### src/hw/rtl/ellras_pkg.sv
// Shared types for the ellipse rasterizer: opcodes, controller states and command/status bundles.
package ellras_pkg;

   typedef enum logic {
      OP_START = 1'b0,
      OP_STEP  = 1'b1
   } op_type;

   typedef enum logic [1:0] {
      PH_IDLE,
      PH_REGION1,
      PH_REGION2
   } phase_type;

   typedef enum logic [3:0] {
      ST_WAIT,
      ST_SQX,
      ST_SQY,
      ST_PROD,
      ST_INIT,
      ST_ADJ,
      ST_R1_EVAL,
      ST_R1_DEC_A,
      ST_R1_DEC_B,
      ST_CROSS_A,
      ST_CROSS_B,
      ST_R2_EMIT,
      ST_R2_DEC_A,
      ST_R2_DEC_B
   } ctrl_state_type;

   typedef enum logic [1:0] {
      MUL_NONE,
      MUL_SQX,
      MUL_SQY,
      MUL_PROD
   } mul_op_type;

   typedef enum logic [3:0] {
      ARITH_NONE,
      ARITH_INIT,
      ARITH_ADJ,
      ARITH_R1_A,
      ARITH_R1_B,
      ARITH_R2_A,
      ARITH_R2_B,
      ARITH_CROSS_A,
      ARITH_CROSS_B
   } arith_op_type;

   typedef enum logic [1:0] {
      WALK_NONE,
      WALK_R1,
      WALK_R2
   } walk_op_type;

   typedef struct packed {
      logic         load;
      mul_op_type   mul_op;
      arith_op_type arith_op;
      walk_op_type  walk_op;
      logic         emit;
      logic         last;
   } dp_cmd_type;

   typedef struct packed {
      logic dx_lt_dy;
      logic y_le_zero;
   } dp_status_type;

endpackage

### src/hw/rtl/ellras_ctrl.sv
// Controller state machine that sequences setup, region walks and result handoff.
module ellras_ctrl
   import ellras_pkg::*;
(
   input  logic          clock,
   input  logic          reset,
   input  logic          req_tvalid,
   output logic          req_tready,
   input  logic          req_op,
   output logic          rsp_tvalid,
   input  logic          rsp_tready,
   input  dp_status_type status,
   output dp_cmd_type    cmd
);

   ctrl_state_type state_ff, state_in;
   phase_type      phase_ff, phase_in;
   logic           rsp_valid_ff, rsp_valid_in;
   logic           out_free;

   always_ff @(posedge clock) begin
      if (reset) begin
         state_ff     <= ST_WAIT;
         phase_ff     <= PH_IDLE;
         rsp_valid_ff <= 1'b0;
      end else begin
         state_ff     <= state_in;
         phase_ff     <= phase_in;
         rsp_valid_ff <= rsp_valid_in;
      end
   end

   assign out_free   = !rsp_valid_ff || rsp_tready;
   assign rsp_tvalid = rsp_valid_ff;
   assign req_tready = (state_ff == ST_WAIT);

   always_comb begin
      state_in     = state_ff;
      phase_in     = phase_ff;
      cmd.load     = 1'b0;
      cmd.mul_op   = MUL_NONE;
      cmd.arith_op = ARITH_NONE;
      cmd.walk_op  = WALK_NONE;
      cmd.emit     = 1'b0;
      cmd.last     = 1'b0;
      case (state_ff)
         ST_WAIT: begin
            if (req_tvalid) begin
               if (op_type'(req_op) == OP_START) begin
                  cmd.load = 1'b1;
                  phase_in = PH_REGION1;
                  state_in = ST_SQX;
               end else begin
                  case (phase_ff)
                     PH_REGION1: state_in = ST_R1_EVAL;
                     PH_REGION2: state_in = ST_R2_EMIT;
                     default:    state_in = ST_WAIT;
                  endcase
               end
            end
         end
         ST_SQX: begin
            cmd.mul_op = MUL_SQX;
            state_in   = ST_SQY;
         end
         ST_SQY: begin
            cmd.mul_op = MUL_SQY;
            state_in   = ST_PROD;
         end
         ST_PROD: begin
            cmd.mul_op = MUL_PROD;
            state_in   = ST_INIT;
         end
         ST_INIT: begin
            cmd.arith_op = ARITH_INIT;
            state_in     = ST_ADJ;
         end
         ST_ADJ: begin
            cmd.arith_op = ARITH_ADJ;
            state_in     = ST_WAIT;
         end
         ST_R1_EVAL: begin
            if (status.dx_lt_dy) begin
               if (out_free) begin
                  cmd.emit    = 1'b1;
                  cmd.walk_op = WALK_R1;
                  state_in    = ST_R1_DEC_A;
               end
            end else begin
               state_in = ST_CROSS_A;
            end
         end
         ST_R1_DEC_A: begin
            cmd.arith_op = ARITH_R1_A;
            state_in     = ST_R1_DEC_B;
         end
         ST_R1_DEC_B: begin
            cmd.arith_op = ARITH_R1_B;
            state_in     = ST_WAIT;
         end
         ST_CROSS_A: begin
            cmd.arith_op = ARITH_CROSS_A;
            state_in     = ST_CROSS_B;
         end
         ST_CROSS_B: begin
            cmd.arith_op = ARITH_CROSS_B;
            phase_in     = PH_REGION2;
            state_in     = ST_R2_EMIT;
         end
         ST_R2_EMIT: begin
            if (out_free) begin
               cmd.emit    = 1'b1;
               cmd.last    = status.y_le_zero;
               cmd.walk_op = WALK_R2;
               if (status.y_le_zero) begin
                  phase_in = PH_IDLE;
               end
               state_in = ST_R2_DEC_A;
            end
         end
         ST_R2_DEC_A: begin
            cmd.arith_op = ARITH_R2_A;
            state_in     = ST_R2_DEC_B;
         end
         ST_R2_DEC_B: begin
            cmd.arith_op = ARITH_R2_B;
            state_in     = ST_WAIT;
         end
         default: begin
            state_in = ST_WAIT;
         end
      endcase
      if (cmd.emit) begin
         rsp_valid_in = 1'b1;
      end else if (rsp_tready) begin
         rsp_valid_in = 1'b0;
      end else begin
         rsp_valid_in = rsp_valid_ff;
      end
   end

endmodule

### src/hw/rtl/ellras_dpath.sv
// Datapath holding the ellipse terms, the shared multiplier, the decision adder and the result register.
module ellras_dpath
   import ellras_pkg::*;
#(
   parameter int COORD_BITS  = 10,
   parameter int RADIUS_BITS = 10
) (
   input  logic                    clock,
   input  dp_cmd_type              cmd,
   output dp_status_type           status,
   input  logic [COORD_BITS-1:0]   center_x,
   input  logic [COORD_BITS-1:0]   center_y,
   input  logic [RADIUS_BITS-1:0]  radius_x,
   input  logic [RADIUS_BITS-1:0]  radius_y,
   input  logic [7:0]              ink,
   output logic [COORD_BITS+1:0]   left_x,
   output logic [COORD_BITS+1:0]   right_x,
   output logic [COORD_BITS+1:0]   upper_y,
   output logic [COORD_BITS+1:0]   lower_y,
   output logic [7:0]              ink_out,
   output logic                    last
);

   localparam int SQ_W   = 2 * RADIUS_BITS;
   localparam int PROD_W = 3 * RADIUS_BITS;
   localparam int DEC_W  = 3 * RADIUS_BITS + 5;
   localparam int OFF_W  = RADIUS_BITS + 2;
   localparam int OUT_W  = COORD_BITS + 2;
   localparam int CALC_W = ((COORD_BITS > RADIUS_BITS) ? COORD_BITS : RADIUS_BITS) + 3;

   logic [COORD_BITS-1:0]  cx_ff, cy_ff;
   logic [RADIUS_BITS-1:0] rx_ff, ry_ff;
   logic [7:0]             ink_ff;
   logic [SQ_W-1:0]        rxsq_ff, rysq_ff;
   logic [PROD_W-1:0]      prod_ff;
   logic [PROD_W-1:0]      mul_res;
   logic [SQ_W-1:0]        mul_a;
   logic [RADIUS_BITS-1:0] mul_b;

   logic signed [DEC_W-1:0] decision_ff, decision_in;
   logic signed [DEC_W-1:0] dx_ff, dx_in;
   logic signed [DEC_W-1:0] dy_ff, dy_in;
   logic signed [DEC_W-1:0] tmp_ff, tmp_in;
   logic signed [DEC_W-1:0] adj_ff, adj_in;
   logic signed [OFF_W-1:0] ox_ff, ox_in;
   logic signed [OFF_W-1:0] oy_ff, oy_in;
   logic                    flag_ff, flag_in;

   logic signed [DEC_W-1:0] rxsq_ext, rysq_ext, prod_ext;
   logic signed [DEC_W-1:0] triple, rounded;

   logic [OUT_W-1:0] left_ff, right_ff, upper_ff, lower_ff;
   logic [7:0]       ink_out_ff;
   logic             last_ff;
   logic signed [CALC_W-1:0] cx_ext, cy_ext, ox_ext, oy_ext;
   logic signed [CALC_W-1:0] left_c, right_c, upper_c, lower_c;

   assign rxsq_ext = $signed(DEC_W'(rxsq_ff));
   assign rysq_ext = $signed(DEC_W'(rysq_ff));
   assign prod_ext = $signed(DEC_W'(prod_ff));

   always_comb begin
      case (cmd.mul_op)
         MUL_SQX: begin
            mul_a = SQ_W'(rx_ff);
            mul_b = rx_ff;
         end
         MUL_SQY: begin
            mul_a = SQ_W'(ry_ff);
            mul_b = ry_ff;
         end
         MUL_PROD: begin
            mul_a = rxsq_ff;
            mul_b = ry_ff;
         end
         default: begin
            mul_a = '0;
            mul_b = '0;
         end
      endcase
      mul_res = PROD_W'(mul_a) * PROD_W'(mul_b);
   end

   always_comb begin
      decision_in = decision_ff;
      dx_in       = dx_ff;
      dy_in       = dy_ff;
      tmp_in      = tmp_ff;
      adj_in      = adj_ff;
      ox_in       = ox_ff;
      oy_in       = oy_ff;
      flag_in     = flag_ff;
      triple      = (tmp_ff <<< 1) + tmp_ff;
      rounded     = '0;
      case (cmd.arith_op)
         ARITH_INIT: begin
            decision_in = rysq_ext - prod_ext + (rxsq_ext >>> 2);
            dx_in       = '0;
            dy_in       = prod_ext <<< 1;
            ox_in       = '0;
            oy_in       = $signed(OFF_W'(ry_ff));
            tmp_in      = rxsq_ext - rysq_ext;
         end
         ARITH_ADJ: begin
            rounded = triple + $signed(DEC_W'(triple[DEC_W-1]));
            adj_in  = rounded >>> 1;
         end
         ARITH_R1_A: begin
            decision_in = decision_ff + dx_ff - (flag_ff ? dy_ff : '0);
         end
         ARITH_R1_B: begin
            decision_in = decision_ff + rysq_ext;
         end
         ARITH_R2_A: begin
            decision_in = decision_ff + (flag_ff ? dx_ff : '0) - dy_ff;
         end
         ARITH_R2_B: begin
            decision_in = decision_ff + rxsq_ext;
         end
         ARITH_CROSS_A: begin
            tmp_in = adj_ff - dx_ff - dy_ff;
         end
         ARITH_CROSS_B: begin
            rounded     = tmp_ff + $signed(DEC_W'(tmp_ff[DEC_W-1]));
            decision_in = decision_ff + (rounded >>> 1);
         end
         default: begin
         end
      endcase
      case (cmd.walk_op)
         WALK_R1: begin
            flag_in = (decision_ff > 0);
            ox_in   = ox_ff + OFF_W'(1);
            dx_in   = dx_ff + (rysq_ext <<< 1);
            if (decision_ff > 0) begin
               oy_in = oy_ff - OFF_W'(1);
               dy_in = dy_ff - (rxsq_ext <<< 1);
            end
         end
         WALK_R2: begin
            flag_in = (decision_ff < 0);
            oy_in   = oy_ff - OFF_W'(1);
            dy_in   = dy_ff - (rxsq_ext <<< 1);
            if (decision_ff < 0) begin
               ox_in = ox_ff + OFF_W'(1);
               dx_in = dx_ff + (rysq_ext <<< 1);
            end
         end
         default: begin
         end
      endcase
   end

   assign cx_ext  = $signed(CALC_W'(cx_ff));
   assign cy_ext  = $signed(CALC_W'(cy_ff));
   assign ox_ext  = CALC_W'(ox_ff);
   assign oy_ext  = CALC_W'(oy_ff);
   assign left_c  = cx_ext - ox_ext;
   assign right_c = cx_ext + ox_ext;
   assign upper_c = cy_ext - oy_ext;
   assign lower_c = cy_ext + oy_ext;

   always_ff @(posedge clock) begin
      if (cmd.load) begin
         cx_ff  <= center_x;
         cy_ff  <= center_y;
         rx_ff  <= radius_x;
         ry_ff  <= radius_y;
         ink_ff <= ink;
      end
      case (cmd.mul_op)
         MUL_SQX:  rxsq_ff <= mul_res[SQ_W-1:0];
         MUL_SQY:  rysq_ff <= mul_res[SQ_W-1:0];
         MUL_PROD: prod_ff <= mul_res;
         default: begin
         end
      endcase
      decision_ff <= decision_in;
      dx_ff       <= dx_in;
      dy_ff       <= dy_in;
      tmp_ff      <= tmp_in;
      adj_ff      <= adj_in;
      ox_ff       <= ox_in;
      oy_ff       <= oy_in;
      flag_ff     <= flag_in;
      if (cmd.emit) begin
         left_ff    <= left_c[OUT_W-1:0];
         right_ff   <= right_c[OUT_W-1:0];
         upper_ff   <= upper_c[OUT_W-1:0];
         lower_ff   <= lower_c[OUT_W-1:0];
         ink_out_ff <= ink_ff;
         last_ff    <= cmd.last;
      end
   end

   assign status.dx_lt_dy  = (dx_ff < dy_ff);
   assign status.y_le_zero = oy_ff[OFF_W-1] || (oy_ff == '0);

   assign left_x  = left_ff;
   assign right_x = right_ff;
   assign upper_y = upper_ff;
   assign lower_y = lower_ff;
   assign ink_out = ink_out_ff;
   assign last    = last_ff;

endmodule

### src/hw/rtl/ellipse_rasterizer.sv
// Top level of the midpoint ellipse rasterizer: stream ports, controller and datapath.
//
//   Channel  Direction  Beat contents
//   req_     in         tuser: operation; tdata: center_x, center_y, radius_x, radius_y, ink
//   rsp_     out        tdata: left_x, right_x, upper_y, lower_y, ink_out; tlast: last
//
// A start beat holds the input for three passes through the shared multiplier, then the
// setup of the decision terms in ST_INIT and ST_ADJ. A step beat updates the decision term
// in its region's DEC_A and DEC_B states, after CROSS_A, CROSS_B and R2_EMIT on crossover.
// A step beat while idle is dropped in its accept cycle.
// Reset is synchronous and leaves the block idle with no ellipse loaded.
// A step waits before its emit cycle while an earlier result has not been taken.
module ellipse_rasterizer
   import ellras_pkg::*;
#(
   parameter int COORD_BITS  = 10,
   parameter int RADIUS_BITS = 10
) (
   input  logic                 clock,
   input  logic                 reset,
   input  logic                 req_tvalid,
   output logic                 req_tready,
   // Fields from bit 0: center_x, center_y, radius_x, radius_y, ink, zero fill.
   input  logic [((2*COORD_BITS+2*RADIUS_BITS+8+7)/8)*8-1:0] req_tdata,
   // Fields from bit 0: operation.
   input  logic                 req_tuser,
   output logic                 rsp_tvalid,
   input  logic                 rsp_tready,
   // Fields from bit 0: left_x, right_x, upper_y, lower_y, ink_out, zero fill.
   output logic [((4*(COORD_BITS+2)+8+7)/8)*8-1:0] rsp_tdata,
   output logic                 rsp_tlast
);

   localparam int OUT_W      = COORD_BITS + 2;
   localparam int RSP_DATA_W = ((4 * OUT_W + 8 + 7) / 8) * 8;
   localparam int CY_LO      = COORD_BITS;
   localparam int RX_LO      = 2 * COORD_BITS;
   localparam int RY_LO      = 2 * COORD_BITS + RADIUS_BITS;
   localparam int INK_LO     = 2 * COORD_BITS + 2 * RADIUS_BITS;

   dp_cmd_type    cmd;
   dp_status_type status;
   logic [OUT_W-1:0] left_x, right_x, upper_y, lower_y;
   logic [7:0]       ink_out;

   ellras_ctrl u_ctrl (
      .clock      (clock),
      .reset      (reset),
      .req_tvalid (req_tvalid),
      .req_tready (req_tready),
      .req_op     (req_tuser),
      .rsp_tvalid (rsp_tvalid),
      .rsp_tready (rsp_tready),
      .status     (status),
      .cmd        (cmd)
   );

   ellras_dpath #(
      .COORD_BITS  (COORD_BITS),
      .RADIUS_BITS (RADIUS_BITS)
   ) u_dpath (
      .clock    (clock),
      .cmd      (cmd),
      .status   (status),
      .center_x (req_tdata[COORD_BITS-1:0]),
      .center_y (req_tdata[CY_LO +: COORD_BITS]),
      .radius_x (req_tdata[RX_LO +: RADIUS_BITS]),
      .radius_y (req_tdata[RY_LO +: RADIUS_BITS]),
      .ink      (req_tdata[INK_LO +: 8]),
      .left_x   (left_x),
      .right_x  (right_x),
      .upper_y  (upper_y),
      .lower_y  (lower_y),
      .ink_out  (ink_out),
      .last     (rsp_tlast)
   );

   assign rsp_tdata = RSP_DATA_W'({ink_out, lower_y, upper_y, right_x, left_x});

endmodule
### config.mk
export PLATFORM = sky130hd
export DESIGN_NAME = ellipse_rasterizer
export DESIGN_NICKNAME = d
export VERILOG_FILES = /design/src/hw/rtl/ellras_pkg.sv /design/src/hw/rtl/ellras_ctrl.sv /design/src/hw/rtl/ellras_dpath.sv /design/src/hw/rtl/ellipse_rasterizer.sv
export SDC_FILE = /design/constraint.sdc
export NUM_CORES = 2
export LEC_CHECK = 0
export BUFFER_PORTS_ARGS = -buffer_cell sky130_fd_sc_hd__buf_2
export CORE_MARGIN = 1
export CORE_UTILIZATION = 60
export DETAILED_ROUTE_END_ITERATION = 8
export PLACE_DENSITY = 0.85
export SYNTH_ARGS = -nofsm -noshare
export SYNTH_HDL_FRONTEND = slang
export SYNTH_SLANG_ARGS = --single-unit
### constraint.sdc
create_clock -name clock -period 14.6 [get_ports clock]
set_input_delay 2.92 -clock clock [delete_from_list [all_inputs] [get_ports clock]]
set_output_delay 2.92 -clock clock [all_outputs]
set_load 0.1 [all_outputs]
==> reports/metrics.csv <==
stage,metric,value,unit
cells_and_area,area grow syn2layout,7.68,%
cts,Num CTS Buffers,46,
cts,clk slew on worst S/H paths,0.06,ns
grt,Total GRT Usage,0.394,
synthesis,adder-cell share of the synthesized area,0.255,
synthesis,Yosys top cell by area,edfxtp_1,
drt,Detailed Route Iter0 Violations,4917,
cells_and_area,finished layout cell area,45400,sq um
cts,CTS tree,done,
cts,CTS root buf,clkbuf_16,
synthesis,xor and xnor area share after synthesis,0.0733,
grt,total congestion overflow,0,
sta,Slew headroom,0.114,
floorplanning,die area,71300,sq um
placement,hpwl dp,115000,um
setup_path,crit path capture type,flop,
placement,# port buffers,111,
cts,clk_lat worst skew,0.64,ns
drt,Vias,38100,
grt,first-pass GRT wire length,213000,um
worst_hold_path,worst hold path type,reg -> reg,
setup_path,critical path type,reg -> reg,
synthesis,largest family of logic cells by synthesized area,adder cells,
sta,worst-case clock skew,0.0647,ns
sta,RSZ-0062 raised after global routing,no,
sta,# setup viols final,0,
synthesis,Post-Syn Area,42200,sq um
drt,number of iterations in the first detailed-routing pass,9,
synthesis,ys flop type,edfxtp_1,
grt,pin count of the biggest net entering global routing,56,
synthesis,cell count after synthesis,4871,
drt,final wirelength,142000,um
run,max cap viols,0,
cells_and_area,Fillers,5645,
floorplanning,I/O pins,112,
sta,fmax,126,MHz
synthesis,Synthesized Nets,5630,
sta,Tightest Pin Transition,1.31,ns
sta,Final Hold Vio Count,0,
cts,CTS sink count,379,
cts,H-Tree Depth,2,
synthesis,#FFs+latches synth,379,
floorplanning,DIE HEIGHT,267,um
grt,vias in the first global route,36300,
cells_and_area,register area,10400,sq um
synthesis,sequential share of the synthesized area,0.246,
synthesis,Synth Area in Compound Gates,0.200,
cells_and_area,area of the multi-input gates,29100,sq um
placement,RD Place Congestion,1.09,
synthesis,Synth top cells by count,"inv_1 (604), ha_1 (451), nand2_1 (445)",
synthesis,post-synth top area share,0.199,
synthesis,syn_area_per_cell,8.66,sq um
drt,DR DRC count,0,
synthesis,"Distinct cells, synth",98,
synthesis,"top cells by area, synth","edfxtp_1 (20%), ha_1 (13%), fa_1 (12%), inv_1 (5.4%), dfxtp_1 (4.7%)",
synthesis,Post-Synth Simple-Gate Area,0.153,
sta,max-slew violations,0,
cells_and_area,Final Net Count,5706,
floorplanning,Core Region,69100,sq um
sta,Final WS setup,6.69,ns
drt,final antenna-violating net count,0,
cts,Post-CTS Resized,0,
synthesis,mux share of post-synthesis cell area,0.00626,
placement,placed cell area,43800,sq um
setup_path,Slowest Stage Delay on Critical Path,0.69,ns
pwr,LEAKAGE,0.0204,uW
cts,Clock Tree Buf Depth,3,
setup_path,crit start category,flop,
grt,initial antenna violation count,5,
synthesis,ys async rst share,0,
drt,vias per std cell,6.45,
setup_path,Worst path most repeated cell,fa_1,
placement,pre-CTS WS,6.89,ns
setup_path,"critical path fanouts, max",31,
cts,Hold Buf Count CTS,0,
drt,Avg WL per Cell,24.0,um
setup_path,"Slowest-stage cell, CP",a21oi_1,
floorplanning,Rows,96,
sta,fin crit share,0.542,
setup_path,critical path required time,14.91,ns
setup_path,critical path arrival,8.23,ns
synthesis,most frequent cell after synthesis,inv_1,
floorplanning,Die Wd,267,um
pwr,Power Density,151,nW/um^2
cells_and_area,end-of-flow core utilization,0.657,
cells_and_area,share of layout cells above drive strength 1,0.0630,
sta,fin crit period,7.91,ns
sta,Final TNS setup,0,ns
floorplanning,Initial Util,0.611,
synthesis,Ys Warns,0,
synthesis,Post-synth EDFFs,280,
status,status,completed,
pwr,VDD IR max,0.0923,mV
cts,Setup Buffers After CTS,0,
## worst paths after layout
kind / start / to / slack [ns] / cells after the start
hold / removal: u_dpath.ink_ff[4]$_DFFE_PP_ / u_dpath.ink_out[4]$_DFFE_PP_ / 0.42 / 0
setup / recovery: u_ctrl.state_ff[0]$_SDFFE_PP0P_ / u_dpath.prod_ff[29]$_DFFE_PN_ / 6.69 / 25
setup reg to reg: u_ctrl.state_ff[0]$_SDFFE_PP0P_ / u_dpath.prod_ff[29]$_DFFE_PN_ / 6.69 / 25
hold reg to reg: u_dpath.ink_ff[4]$_DFFE_PP_ / u_dpath.ink_out[4]$_DFFE_PP_ / 0.42 / 0
## cell usage in the layout, fill, tap and decap left out, types with 46 or more instances in the layout
master	count
nand2_1	445
edfxtp_1	280
and3_1	53
o21bai_1	48
nor2_1	390
inv_1	604
a21oi_1	357
o22ai_1	51
clkbuf_16	46
nor3_1	75
fa_1	255
and2_1	70
buf_2	111
nand3_1	85
xnor2_1	207
xor2_1	142
a21o_1	146
o21ai_0	266
dfxtp_1	99
o21a_1	49
nand2b_1	49
ha_1	451
## area by class of cell
type | count | area share
well taps | 931 | 0.0257
clock buffers | 54 | 0.0265
flip-flops and latches | 379 | 0.229
diodes | 1 | 0.0000551
clock inverters | 31 | 0.00984
repair buffers | 153 | 0.0192
inverters | 604 | 0.0499
multi-input cells | 3763 | 0.640
## critical path: cells and delay by family (launching register included)
kind | cells | cell delay, ns
buf+inv | 5 | 0.70
xor+xnor | 1 | 0.14
flops | 1 | 0.32
compound gates | 7 | 2.18
simple gates | 6 | 1.17
fa+ha+maj | 6 | 3.05
## sequential cells by signal, summed over array words and instances (netlist names), 2 cells and up
name / count
u_dpath.tmp_ff: 35
u_dpath.ox_ff: 12
u_dpath.prod_ff: 30
u_ctrl.phase_ff: 2
u_dpath.upper_y: 11
u_dpath.decision_ff: 35
u_dpath.right_x: 12
u_dpath.dx_ff: 35
u_dpath.rysq_ff: 20
u_dpath.left_x: 11
u_dpath.oy_ff: 12
u_ctrl.state_ff: 4
u_dpath.rx_ff: 10
u_dpath.cy_ff: 10
u_dpath.adj_ff: 34
u_dpath.ink_out: 8
u_dpath.cx_ff: 10
u_dpath.lower_y: 12
u_dpath.ink_ff: 8
u_dpath.dy_ff: 35
u_dpath.rxsq_ff: 20
u_dpath.ry_ff: 10
## routing by layer
layer	GRT usage	up-vias	part of all wire
met3	0.107	398	0.12
met5	0	-	0.00020
met4	0.177	4	0.051
met1	0.529	18300	0.40
met2	0.594	2281	0.43
li1	-	17200	-
## where the power goes
group | switching, uW | internal [uW] | leakage, uW | total, uW
Combinational | 2470 | 1580 | 0.0162 | 4050
Sequential | 218 | 1310 | 0.00335 | 1530
Clock | 532 | 743 | 0.000794 | 1270
## per-stage QoR
step | power (uW) | hold slack, ns | instances
after floorplan | 4370 | 0.400 | 4871
after global placement | 5330 | 0.402 | 5830
after global routing | 7250 | 0.421 | 5915
after CTS | 6700 | 0.420 | 5915
final | 6860 | 0.419 | 5916
after detailed placement | 5400 | 0.405 | 5830
## cell families after synthesis
kind of cell / count (synthesis)
xor gates and xnor gates: 351
buffers and inverters: 729
AOI/OAI and AO/OA: 1304
adders and majority gates: 706
muxes: 25
DFF: 379
and+or+nand+nor: 1377
(Power assumes the default switching activity.)
